`src/rtl/core/u8v_pkg.sv`:
```
// ----------------------------------------------------------------------------
// u8v_pkg
// Shared types and constants for the UTF-8 stream validator.
// ----------------------------------------------------------------------------
package u8v_pkg;

  localparam int unsigned PendW = 2;
  localparam int unsigned CheckW = 4;

  // Extra checks applied to the next continuation byte.
  localparam logic [CheckW-1:0] CkNone      = 4'd0;
  localparam logic [CheckW-1:0] CkAfterE0   = 4'd1;
  localparam logic [CheckW-1:0] CkAfterED   = 4'd2;
  localparam logic [CheckW-1:0] CkAfterEF   = 4'd3;
  localparam logic [CheckW-1:0] CkNoFffx    = 4'd4;
  localparam logic [CheckW-1:0] CkAfterF0   = 4'd5;
  localparam logic [CheckW-1:0] CkAfterF4   = 4'd6;
  localparam logic [CheckW-1:0] CkAfterEFB7 = 4'd7;
  localparam logic [CheckW-1:0] CkAfterF1F3 = 4'd8;
  localparam logic [CheckW-1:0] CkPlaneEnd  = 4'd9;

  localparam logic [7:0] ByteAsciiEnd  = 8'h80;
  localparam logic [7:0] ByteLeadMin   = 8'hC2;
  localparam logic [7:0] ByteLead3     = 8'hE0;
  localparam logic [7:0] ByteLead4     = 8'hF0;
  localparam logic [7:0] ByteLeadLimit = 8'hF5;
  localparam logic [7:0] ByteED        = 8'hED;
  localparam logic [7:0] ByteEF        = 8'hEF;
  localparam logic [7:0] ByteF4        = 8'hF4;
  localparam logic [7:0] ByteB7        = 8'hB7;
  localparam logic [7:0] ByteBE        = 8'hBE;
  localparam logic [7:0] ByteBF        = 8'hBF;
  localparam logic [7:0] ByteAF        = 8'hAF;
  localparam logic [7:0] Byte9F        = 8'h9F;
  localparam logic [7:0] Byte8F        = 8'h8F;
  localparam logic [7:0] Byte90        = 8'h90;
  localparam logic [7:0] ByteA0        = 8'hA0;

  typedef struct packed {
    logic [PendW-1:0]  pending;
    logic [CheckW-1:0] check;
  } dec_state_t;

  function automatic logic is_plane_end(input logic [7:0] b);
    return (b == Byte8F) || (b == Byte9F) || (b == ByteAF) || (b == ByteBF);
  endfunction

endpackage

```
`src/rtl/core/u8v_step.sv`:
```
// ----------------------------------------------------------------------------
// u8v_step
// Decoder state update and verdict for one byte or end-of-stream item.
// ----------------------------------------------------------------------------
module u8v_step
  import u8v_pkg::*;
(
  input  dec_state_t cur_i,
  input  logic [7:0] data_byte_i,
  input  logic       end_of_stream_i,
  output dec_state_t nxt_o,
  output logic       ok_o
);

  logic       bad;
  logic [7:0] b;

  assign b = data_byte_i;

  always_comb begin
    nxt_o = cur_i;
    ok_o  = 1'b1;
    bad   = 1'b0;
    if (end_of_stream_i) begin
      if (cur_i.pending != '0) begin
        ok_o = 1'b0;
        nxt_o.pending = '0;
      end
    end else if (cur_i.pending == '0) begin
      nxt_o.check = CkNone;
      if (b < ByteAsciiEnd) begin
        ok_o = 1'b1;
      end else if ((b < ByteLeadMin) || (b >= ByteLeadLimit)) begin
        ok_o = 1'b0;
      end else if (b < ByteLead3) begin
        nxt_o.pending = 2'd1;
      end else if (b < ByteLead4) begin
        nxt_o.pending = 2'd2;
        if (b == ByteLead3) nxt_o.check = CkAfterE0;
        else if (b == ByteED) nxt_o.check = CkAfterED;
        else if (b == ByteEF) nxt_o.check = CkAfterEF;
      end else begin
        nxt_o.pending = 2'd3;
        if (b == ByteLead4) nxt_o.check = CkAfterF0;
        else if (b == ByteF4) nxt_o.check = CkAfterF4;
        else nxt_o.check = CkAfterF1F3;
      end
    end else if (b[7:6] != 2'b10) begin
      ok_o = 1'b0;
      nxt_o.pending = '0;
    end else begin
      nxt_o.check = CkNone;
      unique case (cur_i.check)
        CkAfterE0: bad = (b <= Byte9F);
        CkAfterED: bad = (b >= ByteA0);
        CkAfterEF: begin
          if (b == ByteBF) nxt_o.check = CkNoFffx;
          else if (b == ByteB7) nxt_o.check = CkAfterEFB7;
        end
        CkNoFffx: bad = (b == ByteBE) || (b == ByteBF);
        CkAfterF0: begin
          bad = (b < Byte90);
          if (is_plane_end(b)) nxt_o.check = CkPlaneEnd;
        end
        CkAfterF4: begin
          bad = (b > Byte8F);
          if (b == Byte8F) nxt_o.check = CkPlaneEnd;
        end
        CkAfterEFB7: bad = (b >= Byte90) && (b <= ByteAF);
        CkAfterF1F3: begin
          if (is_plane_end(b)) nxt_o.check = CkPlaneEnd;
        end
        CkPlaneEnd: begin
          if (b == ByteBF) nxt_o.check = CkNoFffx;
        end
        default: bad = 1'b0;
      endcase
      if (bad) begin
        ok_o = 1'b0;
        nxt_o.pending = '0;
      end else begin
        nxt_o.pending = cur_i.pending - 2'd1;
      end
    end
  end

endmodule

```
`src/rtl/core/utf8_stream_validator_core.sv`:
```
// ----------------------------------------------------------------------------
// utf8_stream_validator_core
// Strict UTF-8 stream checker: one verdict per byte or end-of-stream item.
// ----------------------------------------------------------------------------
//  channel | handshake                  | payload
//  in      | in_valid_i / in_ready_o    | data_byte_i, end_of_stream_i
//  out     | out_valid_o / out_ready_i  | valid_res_o
//
// An item sits in the input register, where the decoder state is
// updated, and its verdict then waits in the result register.
// The core takes one item per clock while the output is not stalled.
// Reset clears both registers' valid flags and the decoder state.
// A stalled output holds the result and, once the input register is full,
// stops acceptance; in_ready_o follows out_ready_i combinationally.
// ----------------------------------------------------------------------------
module utf8_stream_validator_core
  import u8v_pkg::*;
(
  input  logic       clk_i,
  input  logic       rst_ni,
  input  logic       in_valid_i,
  output logic       in_ready_o,
  input  logic [7:0] data_byte_i,
  input  logic       end_of_stream_i,
  output logic       out_valid_o,
  input  logic       out_ready_i,
  output logic       valid_res_o
);

  logic       in_full_q;
  logic [7:0] byte_q;
  logic       eos_q;
  dec_state_t state_q;
  dec_state_t state_d;
  logic       ok_d;
  logic       out_full_q;
  logic       res_q;
  logic       advance;

  assign advance    = in_full_q && (!out_full_q || out_ready_i);
  assign in_ready_o = !in_full_q || advance;

  u8v_step u_step (
    .cur_i          (state_q),
    .data_byte_i    (byte_q),
    .end_of_stream_i(eos_q),
    .nxt_o          (state_d),
    .ok_o           (ok_d)
  );

  always_ff @(posedge clk_i or negedge rst_ni) begin
    if (!rst_ni) begin
      in_full_q  <= 1'b0;
      out_full_q <= 1'b0;
      state_q    <= '0;
    end else begin
      if (in_ready_o) begin
        in_full_q <= in_valid_i;
      end
      if (advance) begin
        state_q    <= state_d;
        out_full_q <= 1'b1;
      end else if (out_ready_i) begin
        out_full_q <= 1'b0;
      end
    end
  end

  always_ff @(posedge clk_i) begin
    if (in_valid_i && in_ready_o) begin
      byte_q <= data_byte_i;
      eos_q  <= end_of_stream_i;
    end
    if (advance) begin
      res_q <= ok_d;
    end
  end

  assign out_valid_o = out_full_q;
  assign valid_res_o = res_q;

endmodule

```
`config.mk`:
```
export PLATFORM = sky130hd
export DESIGN_NAME = utf8_stream_validator_core
export DESIGN_NICKNAME = d
export VERILOG_FILES = /design/src/rtl/core/u8v_pkg.sv /design/src/rtl/core/u8v_step.sv /design/src/rtl/core/utf8_stream_validator_core.sv
export SDC_FILE = /design/constraint.sdc
export NUM_CORES = 1
export LEC_CHECK = 0
export ABC_AREA = 0
export BUFFER_PORTS_ARGS = -buffer_cell sky130_fd_sc_hd__buf_2
export CORE_MARGIN = 10
export CORE_UTILIZATION = 45
export DETAILED_ROUTE_END_ITERATION = 6
export PLACE_DENSITY = 0.75
export RECOVER_POWER = 25
export SLEW_MARGIN = 25
export SYNTH_ARGS = -nofsm -noshare
export SYNTH_HDL_FRONTEND = slang
export SYNTH_HIERARCHICAL = 1
export SYNTH_SLANG_ARGS = --single-unit
```
`constraint.sdc`:
```
create_clock -name clk_i -period 1.8 [get_ports clk_i]
set_clock_uncertainty 0.15 [all_clocks]
set_input_delay 0.36 -clock clk_i [delete_from_list [all_inputs] [get_ports clk_i]]
set_output_delay 0.36 -clock clk_i [all_outputs]
set_load 0.01 [all_outputs]
```
Word level (Yosys, flattened, before mapping)
Index checks and enable logic that the tools add are counted.

storage, ports and cells
  logic and storage cells = 98
  flip-flop bits (word level) = 18

operators by class
  multiplexer cells = 35
  equality and inequality tests = 25
  add/subtract/negate cells = 1
  $lt $le $gt $ge = 11
  reductions and logical operators = 18
  bitwise logic cells = 1

operators by type and width
  operator                                                  number
  == test 8 bit, second input constant                      11
  less-than comparator 8 bit, second input constant         5
  2-to-1 mux 4 bit                                          9
  greater-or-equal comparator 8 bit, second input constant  3
  2-to-1 mux 6 bit                                          3
  == test 4 x 3 -> 1 bit, second input constant             4
  less-or-equal comparator 8 bit, second input constant     2
  one-hot mux 4 bit (4 select lines)                        1
  2-to-1 mux 1 bit                                          12
  2-to-1 mux 2 bit                                          6
  == test 4 x 2 -> 1 bit, second input constant             2
  == test 4 bit, second input constant                      2
  greater-than comparator 8 bit, second input constant      1
  logical OR 1 bit                                          7
  2-to-1 mux 3 bit                                          2
  != test 3 bit, second input constant                      2
  one-hot mux 1 bit (6 select lines)                        1
  2-to-1 mux 5 bit                                          1
  == test 4 x 1 -> 1 bit, second input constant             1
  != test 2 x 1 -> 1 bit, second input constant             2
  AND reduction 4 bit                                       1
  nonzero test 2 bit                                        2
  logical AND 1 bit                                         3
  AND reduction 3 bit                                       1
  6 further kinds                                           7

Longest topological paths before layout
Gate-level depths: netlist of run 1.

  depth after elaboration = 10
  gate-level depth with buffers = 7
  gate-level depth less buffers = 7

Modules after synthesis
Netlist of run 1, hierarchy kept.

by module, submodules not included
  module                      area each (µm²)  sequential area each (µm²)  cells each  times used
  utf8_stream_validator_core  646.9            500.5                       31          1
  u8v_step                    578.1            0.0                         82          1

Least setup slack after synthesis of run 1
OpenSTA, ideal clock, no wires.

  path kind = flip-flop to flip-flop
  start point = register byte_q[5]
  end point = register state_q[3] (netlist name)
  data required time = 1525 ps
  arrival = 1643 ps
  period minus slack after synthesis = 1918 ps
  stages on the path, launching flop included = 7
  path slack = -118 ps
  cell sequence = edfxtp_1 > buf_6 > or2_0 > o41a_2 > a32oi_1 > nand2_1 > mux2_4

on the way
  longest elaborated chain between the ends = 8
  elaborated cells on any way between the ends = 28
  classes of those cells = order compare (5); eq/ne (7); mux (12); reduce/logical (4)

ends and longest elaborated chain
  item                                                                                line                              source
  start: declaration                                                                  utf8_stream_validator_core.sv:31  logic [7:0] byte_q;
  start signal: assignment                                                            utf8_stream_validator_core.sv:71  byte_q <= data_byte_i;
  parallel branches: the longest is 7 deep, another holds less-than comparator 8 bit  --
  2-to-1 mux 6 bit *                                                                  u8v_step.sv:29                    end else if (cur_i.pending == '0) begin
  end signal: assignment                                                              utf8_stream_validator_core.sv:61  state_q <= state_d;
  end: declaration                                                                    utf8_stream_validator_core.sv:33  dec_state_t state_q;

Every way passes the cells marked *. The select of a mux whose other input is x is not followed.
A chain may end at the register's enable or synchronous reset.

Final worst setup path of run 1
  start point = register byte_q[5]
  end point = register state_q[0] (netlist name)

on the way
  longest elaborated chain between the ends = 9
  elaborated cells on any way between the ends = 33
  classes of those cells = order compare (5); eq/ne (9); mux (15); reduce/logical (4)

ends and longest elaborated chain
  item                line            source
  == test 8 bit       u8v_step.sv:41  else if (b == ByteEF) nxt_o.check = CkAfterEF;
  2-to-1 mux 2 bit    u8v_step.sv:41
  2-to-1 mux 4 bit    u8v_step.sv:40  else if (b == ByteED) nxt_o.check = CkAfterED;
  2-to-1 mux 4 bit    u8v_step.sv:39  if (b == ByteLead3) nxt_o.check = CkAfterE0;
  2-to-1 mux 5 bit    u8v_step.sv:37  end else if (b < ByteLead4) begin
  2-to-1 mux 4 bit    u8v_step.sv:35  end else if (b < ByteLead3) begin
  2-to-1 mux 6 bit    u8v_step.sv:33  end else if ((b < ByteLeadMin) || (b >= ByteLeadLimit)) begin
  2-to-1 mux 6 bit    u8v_step.sv:31  if (b < ByteAsciiEnd) begin
  2-to-1 mux 6 bit *  u8v_step.sv:29

Mark *: on every way between the ends. The rest lies on a longest branch, timed or not. The select of a mux whose other input is x is not followed.

==> flow_summary.toml, run 1 <==
[run_status]
run_status = "finished, violations left"
failed_checks = "setup timing"

[global_routing]
grt_pass1_vias = 1190
met1_capacity_usage_during_global_routing_pct = 14.7
globalRouteTotalUtil_pct = 12.8
grt.busiest_layer = "met2"
largest_net_degree_at_the_start_of_global_routing = 13
global_route.usage.met2_pct = 21.6
antenna_violations_before_repair = 0
grt-ovfl-total = 0
grt_util_met3_pct = 2.59
grt_first_pass_wirelength_microns = 5490

[worst_setup_path]
worst-endpoint-arrival_ns = 2.15
worstPathMaxFanout = 7
max_stage_delay_ns = 0.59
rrSetupSlack_ns = -0.26
cp-start-kind = "register"
crit_path_cell_trace = "or4b_4 > o211ai_2 > a22oi_1 > o311ai_1 > mux2_4"
critical-path-slowest-cell = "sky130_fd_sc_hd__or4b_4"
worstSetupPathType = "register to register"
category_of_the_worst_setup_path_capture_point = "register"
req_time_crit_path_ns = 1.89

[final_layout]
drive_gt1_share_pct = 50.6
seqCellArea_sq_um = 503
postLayoutCoreUtil_pct = 67.2
antenna_cells_inserted = 0
layout.cell_area.non_filler_sq_um = 1710
layout.filler_cells = 190
finish.net_count = 181
area_taken_by_multi_input_logic_gates_sq_um = 738
synthToLayoutAreaGrowth_pct = 39.6

[sta]
setup_viols_final = 7
max_freq_ghz = 0.486
worst-slew-pin-transition_ns = 0.379
unrepaired_setup_endpoints_after_global_routing = "true"
slew_violations = 0
period_share_pct = 114
final.min_clock_period_ns = 2.06
finalWorstSetupSlack_ns = -0.258
final_hold_viol_count = 0
slew_headroom_pct = 74.4

[power_and_ir_drop]
leakage_power_figure_nw = 0.741
vdd_ir_drop_max_uv = 675
p_comb_share_pct = 42.0
seq_power_share_pct = 41.2
power.share.clock_pct = 16.8
switching_share_pct = 32.8
netSwitchingPower_mw = 0.421
cell_internal_power_mw = 0.864
pwr_density_cell_nw_per_um2 = 751

[routing]
drt_iter0_drc = 88
totalWireLength_microns = 3450
route.detailed.wl_per_inst_microns = 17.6
ant_nets = 0
drt_pre_antenna_iters = 4
post_route_drc_violation_count = 0
avgViaCountPerCell = 5.86
routed-via-count = 1148

[job]
cap_violations = 0

[floorplanning]
floorplan.core_area_sq_um = 2540
num_rows = 18
initial_cell_density_of_the_core_pct = 48.1
die_area_sq_um = 5210
top_level_ports = 16
die_w_microns = 72.2
fp.dieH_microns = 72.2

[synth]
synth_enable_flop_cells = 10
yosysUniqueCellTypes = 49
ys_warn_count = 6
cell_types_occupying_the_most_area_after_synthesis = "sky130_fd_sc_hd__edfxtp_1, sky130_fd_sc_hd__dfrtp_1, sky130_fd_sc_hd__mux2_4"
syn_area_per_cell_sq_um = 10.8
yosys-top-cells-count = "sky130_fd_sc_hd__edfxtp_1, sky130_fd_sc_hd__dfrtp_1, sky130_fd_sc_hd__nand2_1"
synth_top_area_cell = "sky130_fd_sc_hd__edfxtp_1"
synth-seq-cells = 18
yosysMostFrequentCell = "sky130_fd_sc_hd__edfxtp_1"
synth_ff_type = "sky130_fd_sc_hd__edfxtp_1"
synth_async_sr_flop_share_pct = 44.4
syn-num-nets = 127
syn-instance-count = 113
share_of_synthesized_area_occupied_by_flip_flops_and_latches_pct = 40.9
post_synth_instance_area_sq_um = 1220
post-synth-top-area-fraction_pct = 24.5

[cts]
cts_max_path_buffers = 2
cts-buffers-inserted = 3
clock_insertion_delay_worst_skew_ns = 0.30
clk_root_buffer_cell = "sky130_fd_sc_hd__clkbuf_4"
clock_sinks = 18
cts_tree = "yes"
clkTransAtPathRegs_ns = 0.11
h-tree-depth = 1

[place]
placed_area_sq_um = 1490
hpwl_microns = 2400
number_of_buffers_added_on_ports = 15
globalplace.congestion = 0.976

[hold_path]
hold_path.class = "input pin to register"
[final timing paths]
| check | depth (start not counted) | startpoint | to |
|---|---|---|---|
| max | 5 | byte_q[5]$_DFFE_PP_ | state_q[0]$_DFFE_PN0P_ |
| min | 1 | data_byte_i[4] | byte_q[4]$_DFFE_PP_ |
| max reg2reg | 5 | byte_q[5]$_DFFE_PP_ | state_q[0]$_DFFE_PN0P_ |
| min reg2reg | 1 | in_full_q$_DFFE_PN0P_ | out_valid_o$_DFFE_PN0P_ |
| max in group asynchronous | 2 | rst_ni | state_q[1]$_DFFE_PN0P_ |
| min in group asynchronous | 2 | rst_ni | out_valid_o$_DFFE_PN0P_ |
[critical path, delay by kind of cell, from the launching register on]
| family | cells | cell delay (ns) |
|---|---|---|
| multiplexers | 1 | 0.20 |
| AO/OA/AOI/OAI | 3 | 0.55 |
| flip-flops | 1 | 0.50 |
| AND/OR/NAND/NOR | 1 | 0.59 |
[state kept, by name, indices dropped and copies added, names as in the netlist]
signal / count
valid_res_o: 1
byte_q: 8
out_valid_o: 1
in_full_q: 1
eos_q: 1
state_q: 6
[layer usage]
| metal | share of wire [%] | vias to the layer above |
|---|---|---|
| li1 | - | 550 |
| met3 | 5.7 | 11 |
| met1 | 43 | 543 |
| met2 | 49 | 44 |
| met5 | 0 | - |
| met4 | 2.4 | 0 |
[kinds of logic (layout without fill, tap and decap cells)]
family          after synthesis  count (layout)  synth area share [%]
simple gates                 46              46                  24.5
compound gates               28              28                  18.0
flops                        18              18                  40.9
buf+inv                      12              65                  6.64
mux                           8               8                  8.99
fa+ha+maj                     1               1                  1.02
[power by group through the flow]
stage	sequential [mW]	combinational [mW]	clock, mW
floorplan	0.539	0.251	0
global placement	0.535	0.439	0
detailed placement	0.538	0.449	0
CTS	0.527	0.484	0.222
global route	0.537	0.591	0.241
finish	0.529	0.540	0.216
[layout make-up]
class	instances	area share (%)
sequential	18	29.4
inverter	7	1.54
clock buffer	4	1.54
timing repair buffer	54	22.2
tap	30	2.19
multi-input combinational	83	43.2
[through the flow]
| stage | hold slack, ns | power [mW] | setup TNS (ns) | setup WS (ns) | instances |
|---|---|---|---|---|---|
| floorplan | -0.0856 | 0.790 | -0.378 | -0.118 | 113 |
| global placement | 0.0603 | 0.974 | -0.892 | -0.189 | 180 |
| detailed placement | 0.0652 | 0.987 | -1.08 | -0.202 | 180 |
| CTS | 0.0690 | 1.23 | -0.827 | -0.180 | 193 |
| global route | 0.0575 | 1.37 | -1.73 | -0.349 | 196 |
| finish | 0.0731 | 1.29 | -1.14 | -0.258 | 196 |
[placed cells by master, fill, tap and decap left out, types with 2 or more instances in the layout]
cell type,netlist,routed
sky130_fd_sc_hd__nor3_1,3,2
sky130_fd_sc_hd__buf_4,0,34
sky130_fd_sc_hd__nor2_1,3,3
sky130_fd_sc_hd__or4b_4,0,2
sky130_fd_sc_hd__inv_1,7,7
sky130_fd_sc_hd__mux2_4,6,6
sky130_fd_sc_hd__o22ai_1,2,2
sky130_fd_sc_hd__nand2_1,8,8
sky130_fd_sc_hd__dfrtp_1,8,6
sky130_fd_sc_hd__o211ai_1,2,2
sky130_fd_sc_hd__a21oi_1,4,2
sky130_fd_sc_hd__edfxtp_1,10,10
sky130_fd_sc_hd__nand2b_4,1,3
sky130_fd_sc_hd__a21o_1,2,2
sky130_fd_sc_hd__buf_2,0,15
sky130_fd_sc_hd__buf_6,2,3
sky130_fd_sc_hd__mux2i_1,2,2
sky130_fd_sc_hd__nand4_1,5,5
sky130_fd_sc_hd__clkbuf_4,0,3
sky130_fd_sc_hd__a21oi_2,0,2
sky130_fd_sc_hd__dfrtp_2,0,2
sky130_fd_sc_hd__nand2b_1,5,3
sky130_fd_sc_hd__nor2b_1,3,3
[repair_timing]
item                                   CTS  global route
hold buffers                             1             0
gates resized for setup                 12            13
endpoints found under the hold margin    8             0
setup buffers                            8             3
pin swaps                                4             5
setup endpoints to repair                7             7
Note: power is estimated with default switching activity, not from simulation.
==> inputs of run 2 (changes only) <==
--- a/config.mk
+++ b/config.mk
@@ -5,12 +5,12 @@
 export SDC_FILE = /design/constraint.sdc
 export NUM_CORES = 1
 export LEC_CHECK = 0
-export ABC_AREA = 0
+export ABC_AREA = 1
 export BUFFER_PORTS_ARGS = -buffer_cell sky130_fd_sc_hd__buf_2
 export CORE_MARGIN = 10
 export CORE_UTILIZATION = 45
 export DETAILED_ROUTE_END_ITERATION = 6
-export PLACE_DENSITY = 0.75
+export PLACE_DENSITY = 0.72
 export RECOVER_POWER = 25
 export SLEW_MARGIN = 25
 export SYNTH_ARGS = -nofsm -noshare
==> constraint.sdc (replaced) <==
create_clock -name clk_i -period 2.4 [get_ports clk_i]
set_clock_uncertainty 0.15 [all_clocks]
set_input_delay 0.48 -clock clk_i [delete_from_list [all_inputs] [get_ports clk_i]]
set_output_delay 0.48 -clock clk_i [all_outputs]
set_load 0.01 [all_outputs]
==> run 2 against run 1 <==
Effect of this change:
- the flow now finishes without violations
- cell area shrank 17%
- count of clock-buffer cells in the layout is the same
- combinational power shrank 32%
- via count grew 8.3%
- final cell count grew 18%
- first-iteration DRC count is the same
- largest cell class unchanged
- largest power group is now sequential cells
==> flow_summary.toml, run 2 <==
[routing]
post_route_drc_violation_count = 0
drt_iter0_drc = 88
avgViaCountPerCell = 5.36
ant_nets = 0
drt_pre_antenna_iters = 4
route.detailed.wl_per_inst_microns = 12.3
totalWireLength_microns = 2850
routed-via-count = 1243

[synth]
synth_top_area_cell = "sky130_fd_sc_hd__edfxtp_1"
syn_area_per_cell_sq_um = 6.96
yosysUniqueCellTypes = 25
synth_enable_flop_cells = 10
share_of_synthesized_area_occupied_by_flip_flops_and_latches_pct = 39.1
yosys-top-cells-count = "sky130_fd_sc_hd__nand2_1, sky130_fd_sc_hd__nor2_1, sky130_fd_sc_hd__inv_1"
cell_types_occupying_the_most_area_after_synthesis = "sky130_fd_sc_hd__edfxtp_1, sky130_fd_sc_hd__nand2_1, sky130_fd_sc_hd__dfrtp_1"
synth_ff_type = "sky130_fd_sc_hd__edfxtp_1"
post_synth_instance_area_sq_um = 1280
syn-num-nets = 198
ys_warn_count = 6
synth-seq-cells = 18
post-synth-top-area-fraction_pct = 23.4
yosysMostFrequentCell = "sky130_fd_sc_hd__nand2_1"
synth_async_sr_flop_share_pct = 44.4
syn-instance-count = 184

[final_layout]
largest_register_ffs = 8
layout_top_registers = "byte_q: 8 flops, state_q: 6 flops"
drive_gt1_share_pct = 17.9
synthToLayoutAreaGrowth_pct = 10.2
postLayoutCoreUtil_pct = 51.6
finish.net_count = 216
largest-register = "byte_q"
commonest_cells_after_routing_fill_and_taps_aside = "sky130_fd_sc_hd__nand2_1, sky130_fd_sc_hd__nor2_1, sky130_fd_sc_hd__inv_1, sky130_fd_sc_hd__nand3_1, sky130_fd_sc_hd__buf_2"
most_common_library_cell_in_the_layout_ignoring_fill_and_taps = "sky130_fd_sc_hd__nand2_1"
antenna_cells_inserted = 0

[power_and_ir_drop]
vdd_ir_drop_max_uv = 457
totalPowerFinal_mw = 0.984
pwr_density_cell_nw_per_um2 = 697
leakage_power_figure_nw = 0.709

[worst_setup_path]
cell_depth_of_the_worst_flop_to_flop_path = 10
category_of_the_worst_setup_path_capture_point = "output port"
req_time_crit_path_ns = 1.77
worst_r2r_startpoint = "state_q[4]$_DFFE_PN0P_"
worstSetupPathType = "register to output port"
timing.critical_path.to = "in_ready_o"
worstPathMaxFanout = 8
cp-start-kind = "register"
rrSetupSlack_ns = 0.63
crit_path_start = "in_full_q$_DFFE_PN0P_"
crit-reg2reg-capture = "state_q[0]$_DFFE_PN0P_"
worst-endpoint-arrival_ns = 1.17

[sta]
finalWorstSetupSlack_ns = 0.599
worst-slew-pin-transition_ns = 0.339
final.min_clock_period_ns = 1.80
slew_headroom_pct = 77.4
max_freq_ghz = 0.555
unrepaired_setup_endpoints_after_global_routing = "false"
final_setup_tns_ns = 0
final_hold_viol_count = 0
period_share_pct = 75.0
setup_viols_final = 0
holdWs_ns = 0.204
slew_violations = 0

[floorplanning]
initial_cell_density_of_the_core_pct = 46.9
num_rows = 19
die_w_microns = 73.4
fp.dieH_microns = 73.4
floorplan.core_area_sq_um = 2730
top_level_ports = 16
die_area_sq_um = 5380

[cts]
cts_max_path_buffers = 2
clkTransAtPathRegs_ns = 0.11
postCtsSetupBuffers = 0
clock_insertion_delay_worst_skew_ns = 0.29
clock_sinks = 18
clk_root_buffer_cell = "sky130_fd_sc_hd__clkbuf_4"
cts-buffers-inserted = 3
cts_tree = "yes"
h-tree-depth = 1

[global_routing]
largest_net_degree_at_the_start_of_global_routing = 11
globalRouteTotalUtil_pct = 11.2
grt_pass1_vias = 1136
grt_first_pass_wirelength_microns = 4950
antenna_violations_before_repair = 0
grt-ovfl-total = 0

[job]
cap_violations = 0

[place]
hpwl_microns = 2300
globalplace.congestion = 0.954
pre_cts_ws_ns = 0.637
number_of_buffers_added_on_ports = 15

[hold_path]
hold_path.class = "input pin to register"

[run_status]
run_status = "completed"
run 2: changes by cell type after synthesis, moves of 4 or more:
| cell | change |
|---|---|
| sky130_fd_sc_hd__nor2_1 | +20 |
| sky130_fd_sc_hd__nand2_2 | +5 |
| sky130_fd_sc_hd__nand3_1 | +17 |
| sky130_fd_sc_hd__nand4_1 | +8 |
| sky130_fd_sc_hd__nand2b_1 | -5 |
| sky130_fd_sc_hd__mux2_4 | -6 |
| sky130_fd_sc_hd__inv_1 | +15 |
| sky130_fd_sc_hd__nand2_1 | +51 |
| sky130_fd_sc_hd__nor2_2 | +4 |
run 2: logic make-up (layout without fill, tap and decap cells):
| family | after synthesis | after routing | synth area share [%] |
|---|---|---|---|
| simple gates | 128 | 128 | 46.5 |
| buf+inv | 28 | 45 | 8.89 |
| flops | 18 | 18 | 39.1 |
| compound gates | 9 | 9 | 4.59 |
| fa+ha+maj | 1 | 1 | 0.976 |
run 2: stage by stage:
| step | std cells | instance area [sq um] |
|---|---|---|
| 6_report | 232 | 1410 |
| 3_5_place_dp | 227 | 1380 |
| 2_1_floorplan | 184 | 1280 |
| 4_1_cts | 232 | 1410 |
| 3_3_place_gp | 227 | 1380 |
| 5_1_grt | 232 | 1410 |
run 2: critical path, cell delays in order (launching register included):
cell	delay, ns
sky130_fd_sc_hd__dfrtp_1	0.55
sky130_fd_sc_hd__nand3_1	0.17
sky130_fd_sc_hd__buf_2	0.17
run 2: worst min path at each step:
stage | startpoint | to | cells past startpoint
CTS | data_byte_i[6] | byte_q[6]$_DFFE_PP_ | 1
floorplan | rst_ni | in_full_q$_DFFE_PN0P_ | 0
finish | data_byte_i[0] | byte_q[0]$_DFFE_PP_ | 1
global route | end_of_stream_i | eos_q$_DFFE_PP_ | 1
detailed placement | rst_ni | state_q[0]$_DFFE_PN0P_ | 1
global placement | rst_ni | state_q[3]$_DFFE_PN0P_ | 1
run 2: area by class of cell:
type / count / area, sq um
fillers: 261 / 1320
clock buffers: 4 / 26.3
inverters: 25 / 93.8
multi-input cells: 138 / 667
flip-flops and latches: 18 / 500
well taps: 31 / 38.8
repair buffers: 16 / 85.1
run 2: layer usage:
layer | vias to the layer above | wire, microns | track usage [%]
li1 | 639 | - | -
met1 | 573 | 1350 | 14.4
met2 | 29 | 1340 | 18.2
met3 | 2 | 147 | 2.83
met4 | 0 | 12 | 2.90
met5 | - | 0 | 0
run 2: power by group:
group	leakage, nW	internal (mW)	switching (mW)
combinational	0.496	0.130	0.237
sequential	0.198	0.387	0.0764
clock	0.0150	0.0645	0.0894
run 2: timing repair:
item | CTS | global route
hold buffers | 1 | 0
endpoints found under the hold margin | 8 | 0
resized for setup | 0 | 0
